File: config.mk
export PLATFORM = sky130hd
export DESIGN_NAME = etwg_div
export DESIGN_NICKNAME = d
export VERILOG_FILES = /design/src/sv/exponential_tap_weight_generator_top_assert.svh /design/src/sv/etwg_pkg.sv /design/src/sv/etwg_div.sv
export SDC_FILE = /design/constraint.sdc
export NUM_CORES = 1
export LEC_CHECK = 0
export BUFFER_PORTS_ARGS = -buffer_cell sky130_fd_sc_hd__buf_2
export CAP_MARGIN = 30
export CORE_MARGIN = 5
export CORE_UTILIZATION = 55
export CTS_CLUSTER_DIAMETER = 40
export DETAILED_ROUTE_END_ITERATION = 8
export PLACE_DENSITY = 0.77
export SYNTH_ARGS = -nofsm -noshare
export SYNTH_HDL_FRONTEND = slang
export SYNTH_SLANG_ARGS = --single-unit
File: constraint.sdc
create_clock -name clk -period 6.5 [get_ports clk]
set_input_delay 0.975 -clock clk [delete_from_list [all_inputs] [get_ports clk]]
set_output_delay 0.975 -clock clk [all_outputs]
set_load 0.02 [all_outputs]
File: src/sv/exponential_tap_weight_generator_top_assert.svh
// Assertion macros for the exponential tap weight generator.
`ifndef EXPONENTIAL_TAP_WEIGHT_GENERATOR_TOP_ASSERT_SVH
`define EXPONENTIAL_TAP_WEIGHT_GENERATOR_TOP_ASSERT_SVH
`ifndef NO_ASSERTIONS
`define ETWG_ASSERT_IMP(label, ante, cons) \
	label: assert property (@(posedge clk) disable iff (!arst_n) (ante) |-> (cons)) \
	else $error("assertion failed");
`define ETWG_ASSERT_NXT(label, ante, cons) \
	label: assert property (@(posedge clk) disable iff (!arst_n) (ante) |=> (cons)) \
	else $error("assertion failed");
`else
`define ETWG_ASSERT_IMP(label, ante, cons)
`define ETWG_ASSERT_NXT(label, ante, cons)
`endif
`endif

File: src/sv/etwg_pkg.sv
// Shared types and constants of the exponential tap weight generator.
package etwg_pkg;
	localparam int DIV_W = 56;
	localparam int DVS_W = 31;
	localparam int NB_W = 6;
	localparam logic [23:0] LN2_Q24 = 24'd11629080;
	// floor(2^44 / ln2 in Q24), so a reciprocal estimate never overshoots
	localparam logic [20:0] RECIP_LN2_Q44 = 21'd1512775;
	localparam logic [30:0] ONE_Q30 = 31'h4000_0000;
	localparam logic [23:0] ONE_Q23 = 24'h80_0000;
	localparam logic [3:0] TAYLOR_TERMS = 4'd12;
	localparam logic [10:0] EXP_ZERO_N = 11'd33;

	typedef struct packed {
		logic            start;
		logic [NB_W-1:0] nbits;
	} div_req_t;
endpackage

File: src/sv/etwg_div.sv
// Iterative restoring divider, one quotient bit per cycle.
module etwg_div
	import etwg_pkg::*;
(
	input  logic             clk,
	input  logic             arst_n,
	input  div_req_t         req,
	input  logic [DIV_W-1:0] dividend,
	input  logic [DVS_W-1:0] divisor,
	output logic             done,
	output logic [DIV_W-1:0] quotient
);
	logic [DIV_W-1:0] acc_q;
	logic [DVS_W-1:0] rem_q;
	logic [DVS_W-1:0] dvs_q;
	logic [NB_W-1:0]  cnt_q;
	logic             busy_q;
	logic             done_q;
	logic [DVS_W:0]   trial;
	logic             fits;
	logic [NB_W-1:0]  align;

	assign trial = {rem_q, acc_q[DIV_W-1]};
	assign fits = trial >= {1'b0, dvs_q};
	assign align = NB_W'(DIV_W) - req.nbits;

	always_ff @(posedge clk or negedge arst_n) begin
		if (!arst_n) begin
			acc_q <= '0;
			rem_q <= '0;
			dvs_q <= '0;
			cnt_q <= '0;
			busy_q <= 1'b0;
			done_q <= 1'b0;
		end else begin
			done_q <= 1'b0;
			if (req.start) begin
				// align the dividend so its top significant bit leads
				acc_q <= dividend << align;
				rem_q <= '0;
				dvs_q <= divisor;
				cnt_q <= req.nbits;
				busy_q <= 1'b1;
			end else if (busy_q) begin
				rem_q <= fits ? DVS_W'(trial - {1'b0, dvs_q}) : DVS_W'(trial);
				acc_q <= {acc_q[DIV_W-2:0], fits};
				cnt_q <= cnt_q - NB_W'(1);
				if (cnt_q == NB_W'(1)) begin
					busy_q <= 1'b0;
					done_q <= 1'b1;
				end
			end
		end
	end

	assign done = done_q;
	assign quotient = acc_q;
endmodule

==> impl_metrics.toml <==
[placement]
hpwl_mm = 23.2
gp_congestion = 1.06
portBuffers = 152

[synth]
netlist-cell-type-count = 67
synth-seq-cells = 126
synthSimpleGateAreaFrac_pct = 14.6
synth_top_family_by_area = "compound AO/OA/AOI/OAI gates"
synthFlopType = "dfrtp_1"
synth_area_per_cell_um2 = 8.42
synthArstFlopShare_pct = 100
synth_fa_ha_area_share_pct = 4.32
synth.most_common_cell = "nand2_1"
yosysWarnings = 0
synth_xor_area_share_pct = 3.39
yosys-top-cells-count = "nand2_1, dfrtp_1, nor2_1, o21ai_0, a21oi_1"
synth.cell_area_um2 = 10300
synth_compound_area_share_pct = 24.5
synth-edff-count = 0
muxShareOfSynthArea_pct = 16.8
synth_nets = 1355
yosysTopAreaCellShare_pct = 30.6
synth_cells = 1224
yosysTopAreaCell = "dfrtp_1"
synth.area.top_cells = "dfrtp_1, mux2i_1, mux4_2"
yosysSeqAreaShare_pct = 30.6

[clock_network]
cts_buffers = 17
cts_tree = "built"
cts_sinks = 126
cts.htree.levels = 4
clk_path_buf_depth = 2
clkTransAtPathRegs_ns = 0.06
cts_resized = 0
cts_setup_buffers = 0
hold_buffers = 0
insertion_delay_ns = 0.43
cts-root-buf = "clkbuf_16"

[timing]
worstMarginPinSlew_ns = 1.06
fmax_mhz = 239
rsz0062_at_grt = "false"
finalMaxSlewViolations = 0
max_slew_margin_pct = 29.4
tns_ns = 0
finalCritPeriodShare_pct = 64.3
period_needed_ns = 4.18
setup_viol = 0
fin_skew_ns = 0.00707
finalHoldViolations = 0

[setup_path]
path_delay_family = "compound AO/OA/AOI/OAI gates"
arrival_ns = 4.53
reg2reg_to = "rem_q[21]$_DFFE_PN0P_"
worstSetupEndpoint = "quotient[55]$_DFFE_PN0P_"
critPathSlowestCell = "nand3_1"
worstRegToRegCells = 13
cp_slowest_stage_delay_ns = 0.49
path_buf_inv = 4
reg2reg_from = "quotient[55]$_DFFE_PN0P_"
endpoint_kind = "register"
required_ns = 6.85
path_cells = "buf_2 -> inv_1 -> ha_2 -> inv_1 -> o21ai_0 -> xnor2_2 -> buf_4 -> nand3_1 -> a211oi_1 -> a221o_1 -> o21ai_0 -> a21oi_1"
ff2ff_setup_slack_ns = 2.87
critPathKind = "in -> reg"
critPathMaxFanout = 47
critPathLaunchType = "input port"
crit_start = "req[0]"
crit_cells = 12

[route]
ant_nets = 0
drtIter0Drc = 986
drc = 0
vias = 9880
viasPerCell = 6.31
wl_per_cell_um = 20.1
wl_mm = 31.5
firstDrtPassIters = 6

[grt]
grt_pass1_vias = 9698
grt_max_degree = 76
overflow = 0
antenna_found_initial = 0
grtUsageTotal_pct = 29.2
grt_pass1_wl_mm = 51.2

[cells_and_area]
fin_nets = 1451
syn_to_final_growth_pct = 13.7
antenna_cells = 0
drive_gt1_share_pct = 20.3

[power_and_ir_drop]
p_leak_nw = 5.82
power_density_nw_per_um2 = 255
totalPowerFinal_w = 0.00299
ir_worst_vdd_mv = 0.195

[worst_hold_path]
hold_class = "in -> async"

[flow_run]
drv_cap = 0

[status]
status = "finished, final reports clean"

[die]
die_h_um = 147
num_rows = 50
io_pins = 153
die_area_um2 = 21600
die_w_um = 147
start_util_pct = 55.5
coreArea_um2 = 18600
-- area by class of cell --
class	instances	area (um^2)
clock inverter	13	143
clock buffer	18	439
tap	234	293
fill	1619	6860
multi-input combinational	960	6620
inverter	47	176
sequential	126	3160
timing repair buffer	168	893
-- worst min-delay path by stage --
stage | startpoint | end | slack (ns) | cells past startpoint
after floorplan | cnt_q[4]$_DFFE_PN0P_ | done$_DFF_PN0_ | 0.47 | 1
after global placement | quotient[43]$_DFFE_PN0P_ | quotient[43]$_DFFE_PN0P_ | 0.49 | 1
after detailed placement | quotient[43]$_DFFE_PN0P_ | quotient[43]$_DFFE_PN0P_ | 0.50 | 1
after CTS | arst_n | dvs_q[7]$_DFFE_PN0P_ | 0.52 | 1
after global routing | arst_n | dvs_q[7]$_DFFE_PN0P_ | 0.53 | 1
final | arst_n | dvs_q[5]$_DFFE_PN0P_ | 0.50 | 1
-- metrics by stage --
stage	util (%)	cell area, um^2	cells	setup WS [ns]	hold slack (ns)
after floorplan	-	10300	1224	2.91	0.474
after global placement	59.9	11100	1534	2.02	0.495
after detailed placement	59.9	11100	1535	1.91	0.501
after CTS	63.1	11700	1566	2.37	0.515
after global routing	63.1	11700	1566	2.02	0.534
final	63.1	11700	1566	2.32	0.505
-- registers in the layout (all words and copies together) (netlist names) --
register  count
quotient     56
dvs_q        31
done          1
rem_q        31
busy_q        1
cnt_q         6
-- routing by layer --
layer / routed length (um) / GRT usage, % / vias up
met5: 0 / 0 / -
met2: 15500 / 49.7 / 419
li1: - / - / 4643
met3: 2130 / 5.34 / 81
met1: 12600 / 36.7 / 4737
met4: 1240 / 12.4 / 0
-- worst reg2reg max path, stage by stage, from the launching register on --
cell       delay [ns]
dfrtp_1          0.45
inv_1            0.09
ha_1             0.17
inv_1            0.05
fa_1             0.41
a21o_1           0.20
a21o_1           0.25
a41oi_1          0.20
o2111ai_1        0.19
a2111o_2         0.57
nand2_8          0.33
mux2_2           0.40
mux2i_1          0.13
nor2_1           0.06
-- report_power, final --
| group | switching [W] | internal (W) | total, W | leakage (nW) |
|---|---|---|---|---|
| sequential | 0.0000929 | 0.000878 | 0.000970 | 1.63 |
| combinational | 0.000667 | 0.000403 | 0.00107 | 3.92 |
| clock | 0.000376 | 0.000572 | 0.000948 | 0.270 |
-- placed cells by master, fill, tap and decap left out, types with 33 or more instances in the layout --
cell type	Yosys	routed
a211oi_1	37	37
a21oi_1	104	104
buf_2	14	150
dfrtp_1	126	125
ha_1	34	33
inv_1	47	47
mux2i_1	94	94
nand2_1	160	160
nor2_1	113	113
o21ai_0	106	106
o22ai_1	35	35
-- kinds of logic (layout without fill, tap and decap cells) --
logic type               Yosys count  in the layout
flip-flops                       126            126
adder cells (fa/ha/maj)           35             35
buffers and inverters            138            246
AO/OA/AOI/OAI                    401            401
AND/OR/NAND/NOR                  351            351
XOR/XNOR                          39             39
multiplexers                     134            134
Note: power is estimated with default switching activity, not from simulation.
