File: src/sv/exponential_tap_weight_generator_top_assert.svh
// Assertion macros for the exponential tap weight generator.
`ifndef EXPONENTIAL_TAP_WEIGHT_GENERATOR_TOP_ASSERT_SVH
`define EXPONENTIAL_TAP_WEIGHT_GENERATOR_TOP_ASSERT_SVH
`ifndef NO_ASSERTIONS
`define ETWG_ASSERT_IMP(label, ante, cons) \
	label: assert property (@(posedge clk) disable iff (!arst_n) (ante) |-> (cons)) \
	else $error("assertion failed");
`define ETWG_ASSERT_NXT(label, ante, cons) \
	label: assert property (@(posedge clk) disable iff (!arst_n) (ante) |=> (cons)) \
	else $error("assertion failed");
`else
`define ETWG_ASSERT_IMP(label, ante, cons)
`define ETWG_ASSERT_NXT(label, ante, cons)
`endif
`endif

File: src/sv/etwg_sqrt.sv
// Bit-pair square root with round to nearest and saturation to 16 bits.
module etwg_sqrt (
	input  logic        clk,
	input  logic        arst_n,
	input  logic        start,
	input  logic [32:0] q,
	output logic        done,
	output logic [15:0] weight
);
	logic [33:0] v_q;
	logic [33:0] res_q;
	logic [33:0] bit_q;
	logic        busy_q;
	logic        done_q;
	logic [33:0] sum;
	logic [33:0] res_rnd;

	assign sum = res_q + bit_q;
	assign res_rnd = (v_q > res_q) ? res_q + 34'd1 : res_q;

	always_ff @(posedge clk or negedge arst_n) begin
		if (!arst_n) begin
			v_q <= '0;
			res_q <= '0;
			bit_q <= '0;
			busy_q <= 1'b0;
			done_q <= 1'b0;
		end else begin
			done_q <= 1'b0;
			if (start) begin
				v_q <= {1'b0, q};
				res_q <= '0;
				bit_q <= 34'h1_0000_0000;
				busy_q <= 1'b1;
			end else if (busy_q) begin
				if (v_q >= sum) begin
					v_q <= v_q - sum;
					res_q <= (res_q >> 1) + bit_q;
				end else begin
					res_q <= res_q >> 1;
				end
				bit_q <= bit_q >> 2;
				if (bit_q == 34'd1) begin
					busy_q <= 1'b0;
					done_q <= 1'b1;
				end
			end
		end
	end

	assign done = done_q;
	assign weight = (res_rnd > 34'd65535) ? 16'hFFFF : res_rnd[15:0];
endmodule

File: config.mk
export PLATFORM = sky130hd
export DESIGN_NAME = etwg_sqrt
export DESIGN_NICKNAME = d
export VERILOG_FILES = /design/src/sv/exponential_tap_weight_generator_top_assert.svh /design/src/sv/etwg_sqrt.sv
export SDC_FILE = /design/constraint.sdc
export NUM_CORES = 1
export LEC_CHECK = 0
export BUFFER_PORTS_ARGS = -buffer_cell sky130_fd_sc_hd__buf_4
export CAP_MARGIN = 40
export CORE_MARGIN = 5
export CORE_UTILIZATION = 50
export DETAILED_ROUTE_END_ITERATION = 10
export PLACE_DENSITY = 0.72
export SLEW_MARGIN = 20
export SYNTH_ARGS = -nofsm -noshare
export SYNTH_HDL_FRONTEND = slang
export SYNTH_SLANG_ARGS = --single-unit
File: constraint.sdc
create_clock -name clk -period 4.73 [get_ports clk]
set_input_delay 0.473 -clock clk [delete_from_list [all_inputs] [get_ports clk]]
set_output_delay 0.473 -clock clk [all_outputs]
set_load 0.01 [all_outputs]
==> key figures <==
Cells and area
  • Area Overhead vs Synth: 22.6%
  • Most common cell after layout, fill and taps aside: buf_4
  • Fin util: around 62%
  • Share of cells above drive strength 1: 20.7%
  • Most frequent cells in the layout: 160 x buf_4, 123 x nand2_1, 115 x nor2_1
  • Layout Nets: 1472
  • Ant diodes: 0

Global routing
  • Vias in the first global route: 9219
  • GRT Total Usage: 25.7%
  • Initial antenna violation count: 0
  • Largest net degree at the start of global routing: 67
  • First-pass GRT wire length: 46000 um
  • GRT overflow: 0

Placed design
  • GP Congestion: 1.01
  • DP Worst Slack: -136 ps
  • Dpl hpwl: 21700 um
  • IO Port Bufs: 52

Critical path
  • Cell mode on critical path: buf_4
  • Crit. End Element: flip-flop
  • Crit path DAT: 4960 ps
  • CP Buf/Inv Count: 4
  • Worst-path cell chain: ha_4 -> buf_4 -> a21oi_4 -> o21bai_1 -> a31o_2 -> a21oi_1 -> buf_4 -> o21bai_1 -> nor2b_1 -> o21ai_0 -> xor2_1 -> ha_1 -> a21o_1 -> a311oi_2 -> nor3_2 -> a311oi_4 -> o211ai_1 -> buf_4 -> buf_8 -> nand4b_1 -> mux2i_1 -> a211o_1
  • Top Family by Delay on Critical Path: compound AO/OA/AOI/OAI gates
  • Crit path max fanout: 6
  • CP startpoint kind: flip-flop
  • Critical Path RT: 4970 ps
  • Max incr delay on CP: 410 ps
  • Worst setup path class: flip-flop to flip-flop
  • Max stage delay cell, worst path: dfrtp_1

Detailed routing
  • Number of routed nets with antenna violations: 0
  • WL/cell: 18.8 um
  • Vias per Instance: 6.24
  • DR vias: 9789
  • Post-route DRC violation count: 0
  • Total wire length: 29500 um
  • Starting DRC count in detailed routing: 824
  • Initial DRT Pass Iterations: 6

Die
  • Die Area: about 22000 um2
  • Initial Util: between 50% and 60%
  • # IOs: between 50 and 60
  • Cell row count: 50
  • Core area: about 19000 um2
  • Die X: 148 um
  • Die H: 148 um

Synthesis
  • Register area share after synthesis: around 23%
  • Synth Cell Area: ~9500 um2
  • Post-synth EDFFs: 0
  • Ys async rst share: 100%
  • Avg Synthesized Cell Area: 7.87 um2
  • Cells after Synth: 1207
  • Netlist cell types: 72
  • Post-Syn Nets: 1349
  • Synth Register Bits: 87
  • Yosys warns: 0
  • Most common flop cell mapped by yosys: dfrtp_1

Clocking
  • Clock sinks: 87
  • CTS tree: done
  • Clk_lat worst skew: 360 ps
  • Root Driver: clkbuf_16
  • Cts bufs inserted: 9
  • Clock buffer depth: 2
  • Clock-pin slew on the worst setup and hold paths: 70 ps
  • H-tree levels: 3

STA
  • Worst-Margin Slew: 674 ps
  • Skew final: between 9 and 10 ps
  • Final period utilization: 99.7%
  • Setup slack after layout: 16.0 ps
  • Slew headroom: 54.7%
  • Fmax: 212 MHz
  • Hold Vio Cnt, Final: 0
  • RSZ-0062 raised after global routing: true
  • Setup_tns: 0 ps
  • Final Hold Slack: 314 ps
  • Max Slew Vio Count: 0
  • Finish-stage setup viols: 0
  • Post-route minimum period: 4710 ps

Status
  • Outcome: finished, final reports clean

Pwr
  • Pwr per Cell Area: 647 nW/um2
  • Maximum vdd drop: 0.459 mV
  • Leakage: 5.12 nW

Flow run
  • Max-cap violation count: 0

Min path
  • Worst hold path class: input pin to flip-flop
==> report_power, final <==
part	switching [W]	total [W]	internal (W)	leakage, nW
Sequential	0.000229	0.00116	0.000935	1.13
Clock	0.000334	0.000760	0.000426	0.150
Combinational	0.00301	0.00561	0.00259	3.84
Total	0.00358	0.00753	0.00395	5.12
==> Yosys cell counts, drive strengths merged, types with 3 or more instances <==
library cell | n | area (um2)
a211o | 5 | 43.8
a211oi | 20 | 150
a21o | 20 | 150
a21oi | 72 | 364
a221oi | 16 | 140
a311oi | 18 | 158
a31o | 9 | 78.8
a31oi | 23 | 144
a41oi | 5 | 43.8
and2 | 6 | 37.5
and3 | 12 | 75.1
and4 | 6 | 55.1
buf | 17 | 97.6
clkbuf | 43 | 161
dfrtp | 87 | 2180
ha | 105 | 1310
inv | 52 | 195
mux2 | 10 | 113
mux2i | 47 | 470
nand2 | 129 | 484
nand2b | 5 | 31.3
nand3 | 27 | 135
nand4 | 25 | 171
nor2 | 121 | 457
nor2b | 7 | 43.8
nor3 | 30 | 150
nor3b | 3 | 22.5
nor4 | 18 | 134
nor4b | 3 | 26.3
o211ai | 7 | 52.6
o21ai | 100 | 500
o21bai | 9 | 67.6
o221ai | 3 | 26.3
o22ai | 3 | 18.8
o311a | 3 | 30.0
o31a | 3 | 26.3
o31ai | 6 | 45.0
or2 | 3 | 18.8
or3 | 14 | 87.6
or4 | 5 | 37.5
xnor2 | 62 | 543
xor2 | 21 | 184
==> metrics by stage <==
step | cell area [um2] | std cells | power [W]
2_1_floorplan | 9530 | 1207 | 0.00447
3_3_place_gp | 10700 | 1533 | 0.00596
3_5_place_dp | 10700 | 1533 | 0.00605
4_1_cts | 11100 | 1549 | 0.00685
5_1_grt | 11600 | 1569 | 0.00812
6_report | 11600 | 1569 | 0.00753
==> worst reg2reg max path, stage by stage, from the launching register on <==
cell and delay, ps:
dfrtp_1 410, ha_4 270, buf_4 150, a21oi_4 150
o21bai_1 110, a31o_2 270, a21oi_1 140, buf_4 150
o21bai_1 80, nor2b_1 130, o21ai_0 200, xor2_1 280
ha_1 340, a21o_1 200, a311oi_2 270, nor3_2 100
a311oi_4 320, o211ai_1 230, buf_4 220, buf_8 150
nand4b_1 90, mux2i_1 90, a211o_1 230
==> per-layer routing <==
metal  vias up  global-route usage (%)  share of wire, %
li1       4716                       -                 -
met3        78                    4.51               4.8
met4         0                    10.2               3.9
met1      4662                    32.8                43
met2       333                    43.3                48
met5         -                       0                 0
==> area by class of cell <==
class / instances / area, um2
Multi-Input combinational cell: 1006 / 7250
Fill cell: 1614 / 7060
Sequential cell: 87 / 2180
Timing Repair Buffer: 172 / 1410
Tap cell: 234 / 293
Clock buffer: 11 / 243
Inverter: 54 / 206
Clock inverter: 5 / 57.6
==> logic make-up after synthesis <==
family / Yosys count / synth area share [%]
AND/OR/NAND/NOR: 419 / 21.2
AO/OA/AOI/OAI: 341 / 23.2
buffers and inverters: 114 / 4.86
adder cells (fa/ha/maj): 106 / 14.0
flip-flops: 87 / 22.9
XOR/XNOR: 83 / 7.65
multiplexers: 57 / 6.14
==> sequential cells by signal, indices dropped and copies added, names as in the netlist <==
name    flops
res_q      34
v_q        34
bit_q      17
busy_q      1
done        1
==> worst paths after layout <==
kind,startpoint,endpoint,slack (ps),cells past startpoint
min reg2reg,v_q[0]$_DFFE_PN0P_,v_q[0]$_DFFE_PN0P_,590,2
max,bit_q[2]$_DFFE_PN0P_,v_q[28]$_DFFE_PN0P_,20,22
min,q[20],v_q[20]$_DFFE_PN0P_,310,3
max in group asynchronous,arst_n,v_q[0]$_DFFE_PN0P_,3640,3
max reg2reg,bit_q[2]$_DFFE_PN0P_,v_q[28]$_DFFE_PN0P_,20,22
min in group asynchronous,arst_n,v_q[33]$_DFFE_PN0P_,470,2
==> what timing repair did <==
item | 4_1_cts | 5_1_grt
pin swaps | 5 | 66
cloned | 0 | 2
gates resized for setup | 10 | 95
endpoints found under the setup margin | 65 | 84
buffers inserted | 0 | 16
hold buffers | 0 | 1
endpoints found under the hold margin | 0 | 4
Note: power is estimated with default switching activity, not from simulation.
